==> src/hdl/ptfe_pkg.sv <==
`timescale 1ns / 1ps
// ptfe_pkg: action and status codes, field widths and the result beat type
// shared by the pipe table engine modules; no dependencies

package ptfe_pkg;

   localparam int ACTION_W = 3;
   localparam int INDEX_W  = 3;
   localparam int BYTE_W   = 8;
   localparam int RCOUNT_W = 5;
   localparam int STATUS_W = 3;
   localparam int COUNT_W  = 4;

   localparam logic [COUNT_W-1:0] COUNT_MAX = 4'd15;

   localparam logic [ACTION_W-1:0] ACT_ALLOC = 3'd0;
   localparam logic [ACTION_W-1:0] ACT_READ  = 3'd1;
   localparam logic [ACTION_W-1:0] ACT_WRITE = 3'd2;
   localparam logic [ACTION_W-1:0] ACT_CLOSE = 3'd3;
   localparam logic [ACTION_W-1:0] ACT_DUP   = 3'd4;

   localparam logic [STATUS_W-1:0] ST_OK      = 3'd0;
   localparam logic [STATUS_W-1:0] ST_EOF     = 3'd1;
   localparam logic [STATUS_W-1:0] ST_BLOCK   = 3'd2;
   localparam logic [STATUS_W-1:0] ST_BROKEN  = 3'd3;
   localparam logic [STATUS_W-1:0] ST_NOFREE  = 3'd4;
   localparam logic [STATUS_W-1:0] ST_INVALID = 3'd5;
   localparam logic [STATUS_W-1:0] ST_UNDER   = 3'd6;
   localparam logic [STATUS_W-1:0] ST_OVER    = 3'd7;

   typedef struct packed {
      logic [STATUS_W-1:0] status;
      logic [BYTE_W-1:0]   read_byte;
      logic                byte_valid;
      logic                last;
      logic [INDEX_W-1:0]  alloc_index;
      logic                write_done;
   } rsp_beat_type;

   typedef struct packed {
      logic set;
      logic clear;
   } slot_cmd_type;

endpackage

==> src/hdl/ptfe_rsp_buf.sv <==
`timescale 1ns / 1ps
// ptfe_rsp_buf: output register of the result channel, one beat deep
// depends on ptfe_pkg

module ptfe_rsp_buf (
   input  logic                   clock,
   input  logic                   reset,
   input  logic                   push,
   input  ptfe_pkg::rsp_beat_type beat_in,
   output logic                   free,
   output logic                   rsp_valid,
   input  logic                   rsp_ready,
   output logic [2:0]             rsp_status,
   output logic [7:0]             rsp_read_byte,
   output logic                   rsp_byte_valid,
   output logic                   rsp_last,
   output logic [2:0]             rsp_alloc_index,
   output logic                   rsp_write_done
);
   import ptfe_pkg::*;

   logic         valid_ff, valid_in;
   rsp_beat_type beat_ff;

   assign free = !valid_ff || rsp_ready;

   always_comb begin
      valid_in = valid_ff;
      if (push) begin
         valid_in = 1'b1;
      end else if (rsp_ready) begin
         valid_in = 1'b0;
      end
   end

   always_ff @(posedge clock) begin
      if (reset) begin
         valid_ff <= 1'b0;
      end else begin
         valid_ff <= valid_in;
      end
   end

   always_ff @(posedge clock) begin
      if (push) begin
         beat_ff <= beat_in;
      end
   end

   assign rsp_valid       = valid_ff;
   assign rsp_status      = beat_ff.status;
   assign rsp_read_byte   = beat_ff.read_byte;
   assign rsp_byte_valid  = beat_ff.byte_valid;
   assign rsp_last        = beat_ff.last;
   assign rsp_alloc_index = beat_ff.alloc_index;
   assign rsp_write_done  = beat_ff.write_done;

endmodule
==> config.mk <==
export PLATFORM = sky130hd
export DESIGN_NAME = ptfe_rsp_buf
export DESIGN_NICKNAME = d
export VERILOG_FILES = /design/src/hdl/ptfe_pkg.sv /design/src/hdl/ptfe_rsp_buf.sv
export SDC_FILE = /design/constraint.sdc
export NUM_CORES = 1
export LEC_CHECK = 0
export BUFFER_PORTS_ARGS = -buffer_cell sky130_fd_sc_hd__buf_2
export CAP_MARGIN = 10
export CORE_MARGIN = 2
export CORE_UTILIZATION = 36
export CTS_BUF_LIST = sky130_fd_sc_hd__clkbuf_4
export DETAILED_ROUTE_END_ITERATION = 8
export PLACE_DENSITY = 0.75
export SLEW_MARGIN = 0
export SYNTH_ARGS = -nofsm -noshare
export SYNTH_HDL_FRONTEND = slang
export SYNTH_SLANG_ARGS = --single-unit
==> constraint.sdc <==
create_clock -name clock -period 0.8 [get_ports clock]
set_input_delay 0.16 -clock clock [delete_from_list [all_inputs] [get_ports clock]]
set_output_delay 0.16 -clock clock [all_outputs]
set_load 0.02 [all_outputs]
---- After elaboration in Yosys (flattened, before gate mapping) ----
Cells that the tools add are included.
operators by class
  $add $sub $neg .......................... 0
  multipliers ............................. 0
  div/mod/pow operators ................... 0
  $lt $le $gt $ge ......................... 0
  eq/ne operators ......................... 0
  shift operators ......................... 0
  mux-type cells .......................... 2
  bitwise logic cells ..................... 0
  reduce and logical (&&, ||, !) cells .... 3
operators with widths
  cell                number
  1-bit two-way mux   2
  2-bit nonzero test  1
  1-bit zero test     1
  1-bit logical OR    1
storage, ports and cells
  flip-flop bits (word level) ............. 18
  bits in latches ......................... 0
  bits in writable memories ............... 0
  bits in read-only memories .............. 0
  input bits .............................. 21
  word-level logic and storage cells ...... 12
  memories ................................ 0

---- Longest topological paths before layout ----
  depth in word-level cells ............... 2
  mapped depth ............................ 2

---- Worst setup path before layout ----
OpenSTA, ideal clock, no wires.
  path type ............................... reg-to-reg
  start point ............................. reg, netlist name rsp_valid
  end point ............................... reg valid_ff (netlist: rsp_valid)
  data arrival time ....................... 0.707 ns
  slack ................................... 0.026 ns
  cell stages (with the launch flop) ...... 3
  path buffers ............................ 0
  cells stage by stage .................... dfxtp_1 > nand2b_4 > a21oi_2
RTL lines
  element               line                RTL
  to (signal assigned)  ptfe_rsp_buf.sv:40  valid_ff <= valid_in;
  to (decl)             ptfe_rsp_buf.sv:22  logic valid_ff, valid_in;

---- Worst setup path after layout ----
  start point ............................. reg beat_ff, in the netlist rsp_read_byte[3]
  end point ............................... out rsp_read_byte[3]
RTL lines
  element                 line                RTL
  from (decl)             ptfe_rsp_buf.sv:23  rsp_beat_type beat_ff;
  from (signal assigned)  ptfe_rsp_buf.sv:46  beat_ff <= beat_in;
  to (decl)               ptfe_rsp_buf.sv:14  output logic [7:0] rsp_read_byte,
No word-level cell between the ends.

==> metrics.md <==
| Metric | Value |
|---|---|
| Status | `finished, violations left` |
| Failing checks | `negative setup slack` |
| Pins Over Slew Limit | `0` |
| Largest net degree at the start of global routing | `11` |
| Chip Height | `about 43 um` |
| Slew of the pin with the lowest slew margin | `0.116 ns` |
| Clock sink count | `18` |
| # diodes | `0` |
| Drt wl/cell | `between 10 and 15 um` |
| Final Hold Vio Count | `0` |
| Sequential share of the synthesized area | `95.3%` |
| Global route overflow | `0` |
| Period utilization | `123%` |
| First-pass iteration count of the detailed router | `2` |
| Critical Path Source Type | `flip-flop` |
| CP peak stage delay | `0.40 ns` |
| Post-route insts no fill | `between 80 and 90` |
| CP Max Fanout | `1` |
| Drt total wl | `roughly 860 um` |
| CP max stage cell | `edfxtp_1` |
| Core area | `roughly 1500 um2` |
| Slew Limit Headroom | `92.3%` |
| Initial antenna violation count | `0` |
| Io pins | `40` |
| Clock root cell | `clkbuf_4` |
| # rows | `14` |
| H-tree levels | `1` |
| Synth top area share | `91.7%` |
| WP data arrival | `approximately 0.83 ns` |
| Cell Area, Synth | `557 um2` |
| RSZ-0062 raised after global routing | `true` |
| Area growth syn-to-layout | `61.6%` |
| CTS Buf Count | `3` |
| Total of max-cap violations | `0` |
| Inst Count DP | `between 70 and 80` |
| Hold Path Class | `in2reg` |
| Cell area after placement | `812 um2` |
| Clock Latency Late Sink | `0.27 ns` |
| Worst-case clock buffer depth | `2` |
| Vias in the first global route | `about 320` |
| Pwr dens | `approximately 2100 nW/um2` |
| Clk pin slew, worst setup/hold paths | `approximately 0.1 ns` |
| Synth top area cells | `edfxtp_1 92%, dfxtp_1 3.6%, nand2b_4 2.5%` |
| First-pass GRT wire length | `1250 um` |
| Cell area after layout | `900 um2` |
| Vias | `around 330` |
| Initial Util | `37.8%` |
| Fin nets | `88` |
| Antenna-violating nets left | `0` |
| Final Wtd Congestion | `between 0.6 and 0.7` |
| Synth area leader | `edfxtp_1` |
| Final setup margin | `-0.186 ns` |
| Yosys warns | `0` |
| Crit path time final | `a little under 1 ns` |
| Overall fraction of global-route tracks in use | `a little under a tenth` |
| Mean cell area of the mapped netlist | `26.5 um2` |
| Core Util, Final | `between 60 and 70%` |
| Yosys cell types | `5` |
| Syn Inst Count | `21` |
| Critical path type | `reg2out` |
| Die Area | `1880 um2` |
| Worst EP required | `0.64 ns` |
| Peak VDD IR | `approximately 0.0013 V` |
| Critical path capture point type | `output port` |
| Final setup vio count | `19` |
| Peak Freq | `approximately 1000 MHz` |
| DRC viols | `0` |
| Via/cell ratio | `4.07` |
| CTS tree | `done` |
| CP cell instances | `buf_6` |
| Static Leakage | `0.400 nW` |
| Syn nets | `42` |
| Layout cells sized above 1 | `72.7%` |
| Clock Skews | `0 ns` |
| Pre-CTS setup slack | `0.0632 ns` |
| Critical path's top delay family | `flip-flops` |
| Iter 0 DRT Violations | `2` |
| Die width | `43.3 um` |
| Number of port buffers | `39` |
| WP buf/inv | `1` |
| #FFs+latches synth | `18` |
-- flip-flops by register name, summed over array words and instances (netlist names) --
register	count
rsp_valid	1
rsp_write_done	1
rsp_alloc_index	3
rsp_last	1
rsp_byte_valid	1
rsp_read_byte	8
rsp_status	3
-- routing by layer --
layer	track usage [%]	up-vias	routed length, um
met5	0	-	0
met4	5.45	0	6
li1	-	171	-
met3	6.38	2	125
met2	14.0	22	415
met1	10.1	139	312
-- cell type report --
type / instances / area, um2
Sequential cell: 18 / 532
Multi-Input combinational cell: 2 / 22.5
Tap cell: 16 / 20.0
Fill cell: 116 / 572
Clock buffer: 4 / 30.0
Inverter: 1 / 3.75
Timing Repair Buffer: 41 / 292
-- cells in the mapped netlist (all sizes together) --
cell and n:
edfxtp 17, a21oi 1, dfxtp 1, inv 1, nand2b 1
-- cells by family (layout without fill, tap and decap cells) --
family,after synthesis,count (layout),synth area share (%)
buffers and inverters,1,46,0.674
and+or+nand+nor,1,1,2.47
DFF,18,18,95.3
AOI/OAI and AO/OA,1,1,1.57
-- timing repair --
action,in CTS,in global routing
hold buffers,0,0
buffers inserted,0,0
gates resized for setup,3,16
endpoints found under the setup margin,19,19
-- report_power, final --
part	total (mW)	internal [mW]	switching (mW)
Clock	0.483	0.227	0.256
Combinational	0.299	0.146	0.153
Sequential	1.13	1.11	0.0228
Total	1.92	1.48	0.432
-- cells in the final DEF, fill, tap and decap left out --
cell / n
buf_12: 2
inv_1: 1
buf_6: 9
buf_2: 30
dfxtp_2: 1
edfxtp_1: 17
a21oi_2: 1
nand2b_4: 1
clkbuf_4: 4
-- final timing paths --
kind / from / endpoint / slack, ns / cells past startpoint
hold reg to reg: rsp_valid / rsp_valid / 0.49 / 2
hold / removal: reset / rsp_valid / 0.02 / 2
setup reg to reg: rsp_valid / rsp_valid / 0.20 / 2
setup / recovery: rsp_read_byte[3] / rsp_read_byte[3] / -0.19 / 1
-- through the flow --
step | setup TNS (ns) | hold slack [ns] | total power, mW
2_1_floorplan | 0 | 0.222 | 1.26
5_1_grt | -4.05 | 0.00720 | 2.01
3_5_place_dp | 0 | 0.324 | 1.41
3_3_place_gp | 0 | 0.320 | 1.41
6_report | -3.21 | 0.0233 | 1.92
4_1_cts | -3.39 | 0.0185 | 1.89
Power figures use the tool's default switching activity.
