==> src/hdl/ptfe_pkg.sv <==
`timescale 1ns / 1ps
// ptfe_pkg: action and status codes, field widths and the result beat type
// shared by the pipe table engine modules; no dependencies

package ptfe_pkg;

   localparam int ACTION_W = 3;
   localparam int INDEX_W  = 3;
   localparam int BYTE_W   = 8;
   localparam int RCOUNT_W = 5;
   localparam int STATUS_W = 3;
   localparam int COUNT_W  = 4;

   localparam logic [COUNT_W-1:0] COUNT_MAX = 4'd15;

   localparam logic [ACTION_W-1:0] ACT_ALLOC = 3'd0;
   localparam logic [ACTION_W-1:0] ACT_READ  = 3'd1;
   localparam logic [ACTION_W-1:0] ACT_WRITE = 3'd2;
   localparam logic [ACTION_W-1:0] ACT_CLOSE = 3'd3;
   localparam logic [ACTION_W-1:0] ACT_DUP   = 3'd4;

   localparam logic [STATUS_W-1:0] ST_OK      = 3'd0;
   localparam logic [STATUS_W-1:0] ST_EOF     = 3'd1;
   localparam logic [STATUS_W-1:0] ST_BLOCK   = 3'd2;
   localparam logic [STATUS_W-1:0] ST_BROKEN  = 3'd3;
   localparam logic [STATUS_W-1:0] ST_NOFREE  = 3'd4;
   localparam logic [STATUS_W-1:0] ST_INVALID = 3'd5;
   localparam logic [STATUS_W-1:0] ST_UNDER   = 3'd6;
   localparam logic [STATUS_W-1:0] ST_OVER    = 3'd7;

   typedef struct packed {
      logic [STATUS_W-1:0] status;
      logic [BYTE_W-1:0]   read_byte;
      logic                byte_valid;
      logic                last;
      logic [INDEX_W-1:0]  alloc_index;
      logic                write_done;
   } rsp_beat_type;

   typedef struct packed {
      logic set;
      logic clear;
   } slot_cmd_type;

endpackage

==> src/hdl/ptfe_slot_alloc.sv <==
`timescale 1ns / 1ps
// ptfe_slot_alloc: in-use flags of the pipe slots and a registered search
// for the lowest free slot; depends on ptfe_pkg

module ptfe_slot_alloc #(
   parameter int PIPE_SLOTS = 8,
   parameter int SLOT_W     = 3
) (
   input  logic                  clock,
   input  logic                  reset,
   input  ptfe_pkg::slot_cmd_type cmd,
   input  logic [SLOT_W-1:0]     cmd_slot,
   output logic [PIPE_SLOTS-1:0] in_use,
   output logic                  free_found,
   output logic [SLOT_W-1:0]     free_slot
);
   import ptfe_pkg::*;

   logic [PIPE_SLOTS-1:0] in_use_ff, in_use_in;
   logic                  free_found_ff, free_found_in;
   logic [SLOT_W-1:0]     free_slot_ff, free_slot_in;

   always_comb begin
      in_use_in = in_use_ff;
      if (cmd.set) begin
         in_use_in[cmd_slot] = 1'b1;
      end else if (cmd.clear) begin
         in_use_in[cmd_slot] = 1'b0;
      end
   end

   // lowest free slot wins
   always_comb begin
      free_found_in = 1'b0;
      free_slot_in  = '0;
      for (int i = PIPE_SLOTS - 1; i >= 0; i--) begin
         if (!in_use_ff[i]) begin
            free_found_in = 1'b1;
            free_slot_in  = SLOT_W'(i);
         end
      end
   end

   always_ff @(posedge clock) begin
      if (reset) begin
         in_use_ff     <= '0;
         free_found_ff <= 1'b0;
      end else begin
         in_use_ff     <= in_use_in;
         free_found_ff <= free_found_in;
      end
   end

   always_ff @(posedge clock) begin
      free_slot_ff <= free_slot_in;
   end

   assign in_use     = in_use_ff;
   assign free_found = free_found_ff;
   assign free_slot  = free_slot_ff;

   a_set_clear_excl: assert property (@(posedge clock) disable iff (reset)
      cmd.set |-> !cmd.clear)
      else $error("slot set and clear together");

   a_set_takes: assert property (@(posedge clock) disable iff (reset)
      cmd.set |=> in_use_ff[$past(cmd_slot)])
      else $error("allocated slot not marked in use");

   a_free_is_free: assert property (@(posedge clock) disable iff (reset)
      free_found_ff |-> (!in_use_ff[free_slot_ff] || $past(cmd.set)))
      else $error("free slot search points at a slot in use");

endmodule

==> config.mk <==
export PLATFORM = sky130hd
export DESIGN_NAME = ptfe_slot_alloc
export DESIGN_NICKNAME = d
export VERILOG_FILES = /design/src/hdl/ptfe_pkg.sv /design/src/hdl/ptfe_slot_alloc.sv
export SDC_FILE = /design/constraint.sdc
export NUM_CORES = 1
export LEC_CHECK = 0
export BUFFER_PORTS_ARGS = -buffer_cell sky130_fd_sc_hd__buf_4
export CAP_MARGIN = 20
export CORE_AREA = 2 2 39 41
export DETAILED_ROUTE_END_ITERATION = 8
export DIE_AREA = 0 0 41 43
export PLACE_DENSITY = 0.63
export SLEW_MARGIN = 20
export SYNTH_ARGS = -nofsm -noshare
export SYNTH_HDL_FRONTEND = slang
export SYNTH_SLANG_ARGS = --single-unit
==> constraint.sdc <==
create_clock -name clock -period 0.93 [get_ports clock]
set_input_delay 0.0465 -clock clock [delete_from_list [all_inputs] [get_ports clock]]
set_output_delay 0.0465 -clock clock [all_outputs]
set_load 0.02 [all_outputs]
## Word level (Yosys, flattened, before mapping)

Cells that the tools add are included.

- Bitwise gates (word level): 3
- $lt $le $gt $ge: 2
- Mux-type cells: 19
- Reduce and logical (&&, ||, !) cells: 4

Operator list:

| kind | number |
|---|---|
| $mux 8 | 2 |
| $mux 3 | 4 |
| $mux 1 | 10 |
| $and 8x8->8 | 1 |
| $not 8->8 | 1 |
| $or 8x8->8 | 1 |
| $lt 3x4->1 const B | 1 |
| $mux 2 | 2 |
| $reduce_and 4->1 | 1 |
| $demux 1 s3 | 1 |
| $ge 3x1->1 const B | 1 |
| $reduce_and 2->1 | 1 |
| $reduce_bool 2->1 | 1 |
| $logic_and 1x1->1 | 1 |

- Word-level logic and storage cells: 33
- Register bits: 12
- Bits of input ports: 7
- Output and inout bits: 12

## Longest topological paths before layout

- Depth in word-level cells: 8
- Mapped depth: 3
- Gate-level depth less buffers: 3

## Least setup slack after synthesis

No wires, ideal clock.

- Path type: register -> register
- Start point: register (tool-made name)
- End point: register free_found_ff (netlist: free_found)
- Path buffers: 0
- Required time: 0.813 ns
- Library setup time: 0.117 ns
- Clock period less this slack: 0.932 ns
- Setup slack: -0.002 ns
- Cell stages (with the launch flop): 4
- Arrival: 0.815 ns
- Cell sequence: dfxtp_1 -> nand4_1 -> nor3_1 -> nor2_1

RTL lines:

| element | line | text |
|---|---|---|
| end signal: assignment | ptfe_slot_alloc.sv:50 | `free_found_ff <= free_found_in;` |
| end: declaration | ptfe_slot_alloc.sv:20 | `logic free_found_ff, free_found_in;` |

==> run_results.csv <==
group,metric,value,unit
synth,synth-simple-area-share,0.271,
cells_and_area,final_util,0.557,
cells_and_area,layout-drive-gt1-share,0.439,
cts,ctsHoldBuffers,0,
worst_setup_path,critical_path.max_fanout,2,
global_routing,grt_pass1_vias,421,
sta,hold-worst-slack,0.00893,ns
cts,cts-root-buf,"clkbuf_4",
synth,ys_ff_latch,12,
sta,min_period_over_period,0.959,
synth,synth_cells,58,
floorplan,initial_core_util,0.390,
cells_and_area,final_cell_mix,"buf_4, nand2_1, nand2b_1, dfxtp_2, mux2i_1",
synth,synth_adder_area_share,0,
synth,synth_area,539,um^2
sta,tightest_slew,0.312,ns
placement,hpwl,834,um
global_routing,grt-ovfl-total,0,
sta,setup_violations,0,
worst_setup_path,cp.arrival,0.85,ns
floorplan,die_area,0.00176,mm^2
synth,synthFlopType,"dfxtp_1",
cells_and_area,nFillCells,127,
placement,dp_cells,94,
synth,synth_mux_area_frac,0.130,
worst_setup_path,startpoint_type,"register",
sta,rsz0062_at_grt,"false",
global_routing,grt_max_degree,11,
route,wl_per_cell,11.4,um
synth,synth_compound_area_frac,0.130,
cells_and_area,diodes,0,
cts,clk_pin_slew_worst_paths,0.07,ns
cells_and_area,syn_to_final_growth,42.9,%
route,drc,0,
global_routing,grt_pass1_wl,1770,um
cts,htree_levels,1,
synth,synth_top_family_by_area,"simple AND/OR/NAND/NOR gates",
pwr,vdd_drop_max,874,uV
synth,synth-xor-area-share,0,
cts,cts.sinks,12,
floorplan,die_height,43,um
worst_setup_path,end_kind,"output port",
status,status,"complete, no violations",
route,drtAntennaViolNets,0,
worst_hold_path,hp-class,"in2reg",
sta,min_period,0.892,ns
synth,yosysWarningCount,0,
cells_and_area,layout.cells.most_common,"buf_4",
cells_and_area,final_cells,98,
worst_setup_path,crit_type,"reg2out",
floorplan,num_io_pins,19,
pwr,leakagePower,0.356,nW
floorplan,fp.dieW,41,um
cells_and_area,nets,91,
cts,insertion_delay,0.27,ns
route,drt_iter0_drc,7,
route,num_vias,480,
worst_setup_path,cp.required,0.88,ns
sta,setup_tns,0,ns
pwr,total_power,0.000998,W
sta,finClkSkew,0.00288,ns
sta,slew_violations,0,
floorplan,fp.coreArea,0.00138,mm^2
sta,relSlewSlack,0.792,
floorplan,fp-row-count,14,
flow_run,maxCapViolations,0,
sta,fmax,1.12,GHz
cts,clock_path_buffers,2,
cts,cts_buffers,3,
synth,yosys.cell_types.count,21,
worst_hold_path,min_from,"reset",
sta,hold_viol_final,0,
synth,async_reset_ff_frac,0,
cts,tritoncts,"yes",
placement,port_buffers,18,
synth,synth-seq-area-share,0.445,
global_routing,antenna_found_initial,0,
placement,place_congestion,0.739,
synth,synth.avg_cell_area,9.30,um^2
global_routing,grt.total_usage,0.158,
route,drt-total-wl,1110,um
pwr,powerDensity,1290,mW/mm^2
synth,synth_nets,65,
route,dr.pass1.iters,4,
synth,synth-edff-count,0,
route,viasPerCell,4.90,
-- worst max-delay path: stages (launching register included) --
cell and delay, ns:
dfxtp_2 0.32, buf_4 0.13, buf_6 0.12
-- timing repair --
action,4_1_cts,5_1_grt
setup endpoints to repair,2,8
buffers inserted,1,0
pin swaps,0,0
resized for setup,3,9
-- layer usage --
| metal | GRT usage | vias to the layer above | share of wire |
|---|---|---|---|
| met1 | 0.197 | 207 | 0.46 |
| li1 | - | 252 | - |
| met4 | 0.140 | 0 | 0.041 |
| met3 | 0.0471 | 4 | 0.066 |
| met5 | 0 | - | 0 |
| met2 | 0.206 | 17 | 0.44 |
-- logic make-up (layout without fill, tap and decap cells) --
| kind of cell | Yosys count | after routing |
|---|---|---|
| buf+inv | 3 | 27 |
| mux | 7 | 7 |
| flops | 12 | 12 |
| compound gates | 9 | 9 |
| simple gates | 27 | 27 |
-- area by class of cell --
class / count / area, um^2 / area share
multi-input combinational: 43 / 287 / 0.372
clock buffer: 3 / 22.5 / 0.0292
sequential: 12 / 250 / 0.325
tap: 16 / 20.0 / 0.0260
inverter: 2 / 7.51 / 0.00974
timing repair buffer: 22 / 184 / 0.239
-- synthesized netlist by cell type (2+ instances only) --
cell type,number,area (um^2)
dfxtp_1,12,240
nand2_1,9,33.8
nand2b_1,8,50.1
mux2i_1,7,70.1
a31oi_1,2,12.5
and2b_1,2,15.0
inv_1,2,7.51
nor2_1,2,7.51
o21ai_0,2,10.0
-- path summary, 6_finish.rpt --
path                              to  slack (ns)  cells past startpoint
min reg2reg  free_slot[1]$_SDFF_PN0_        0.48                      1
max reg2reg  free_slot[0]$_SDFF_PN0_        0.06                      4
min            free_found$_SDFF_PP0_       0.009                      2
max                        in_use[7]        0.04                      2
-- report_power, final --
part           internal, W  switching (W)  leakage (nW)
clock network     0.000150       0.000161        0.0138
logic            0.0000760      0.0000698         0.240
registers         0.000530      0.0000118         0.101
-- through the flow --
step           instance area, um^2  worst slack (ns)
2_1_floorplan                  541            0.0157
3_3_place_gp                   713            0.0653
3_5_place_dp                   713            0.0810
4_1_cts                        749           0.00405
5_1_grt                        771           0.00417
6_report                       771            0.0380
Power figures use the tool's default switching activity.
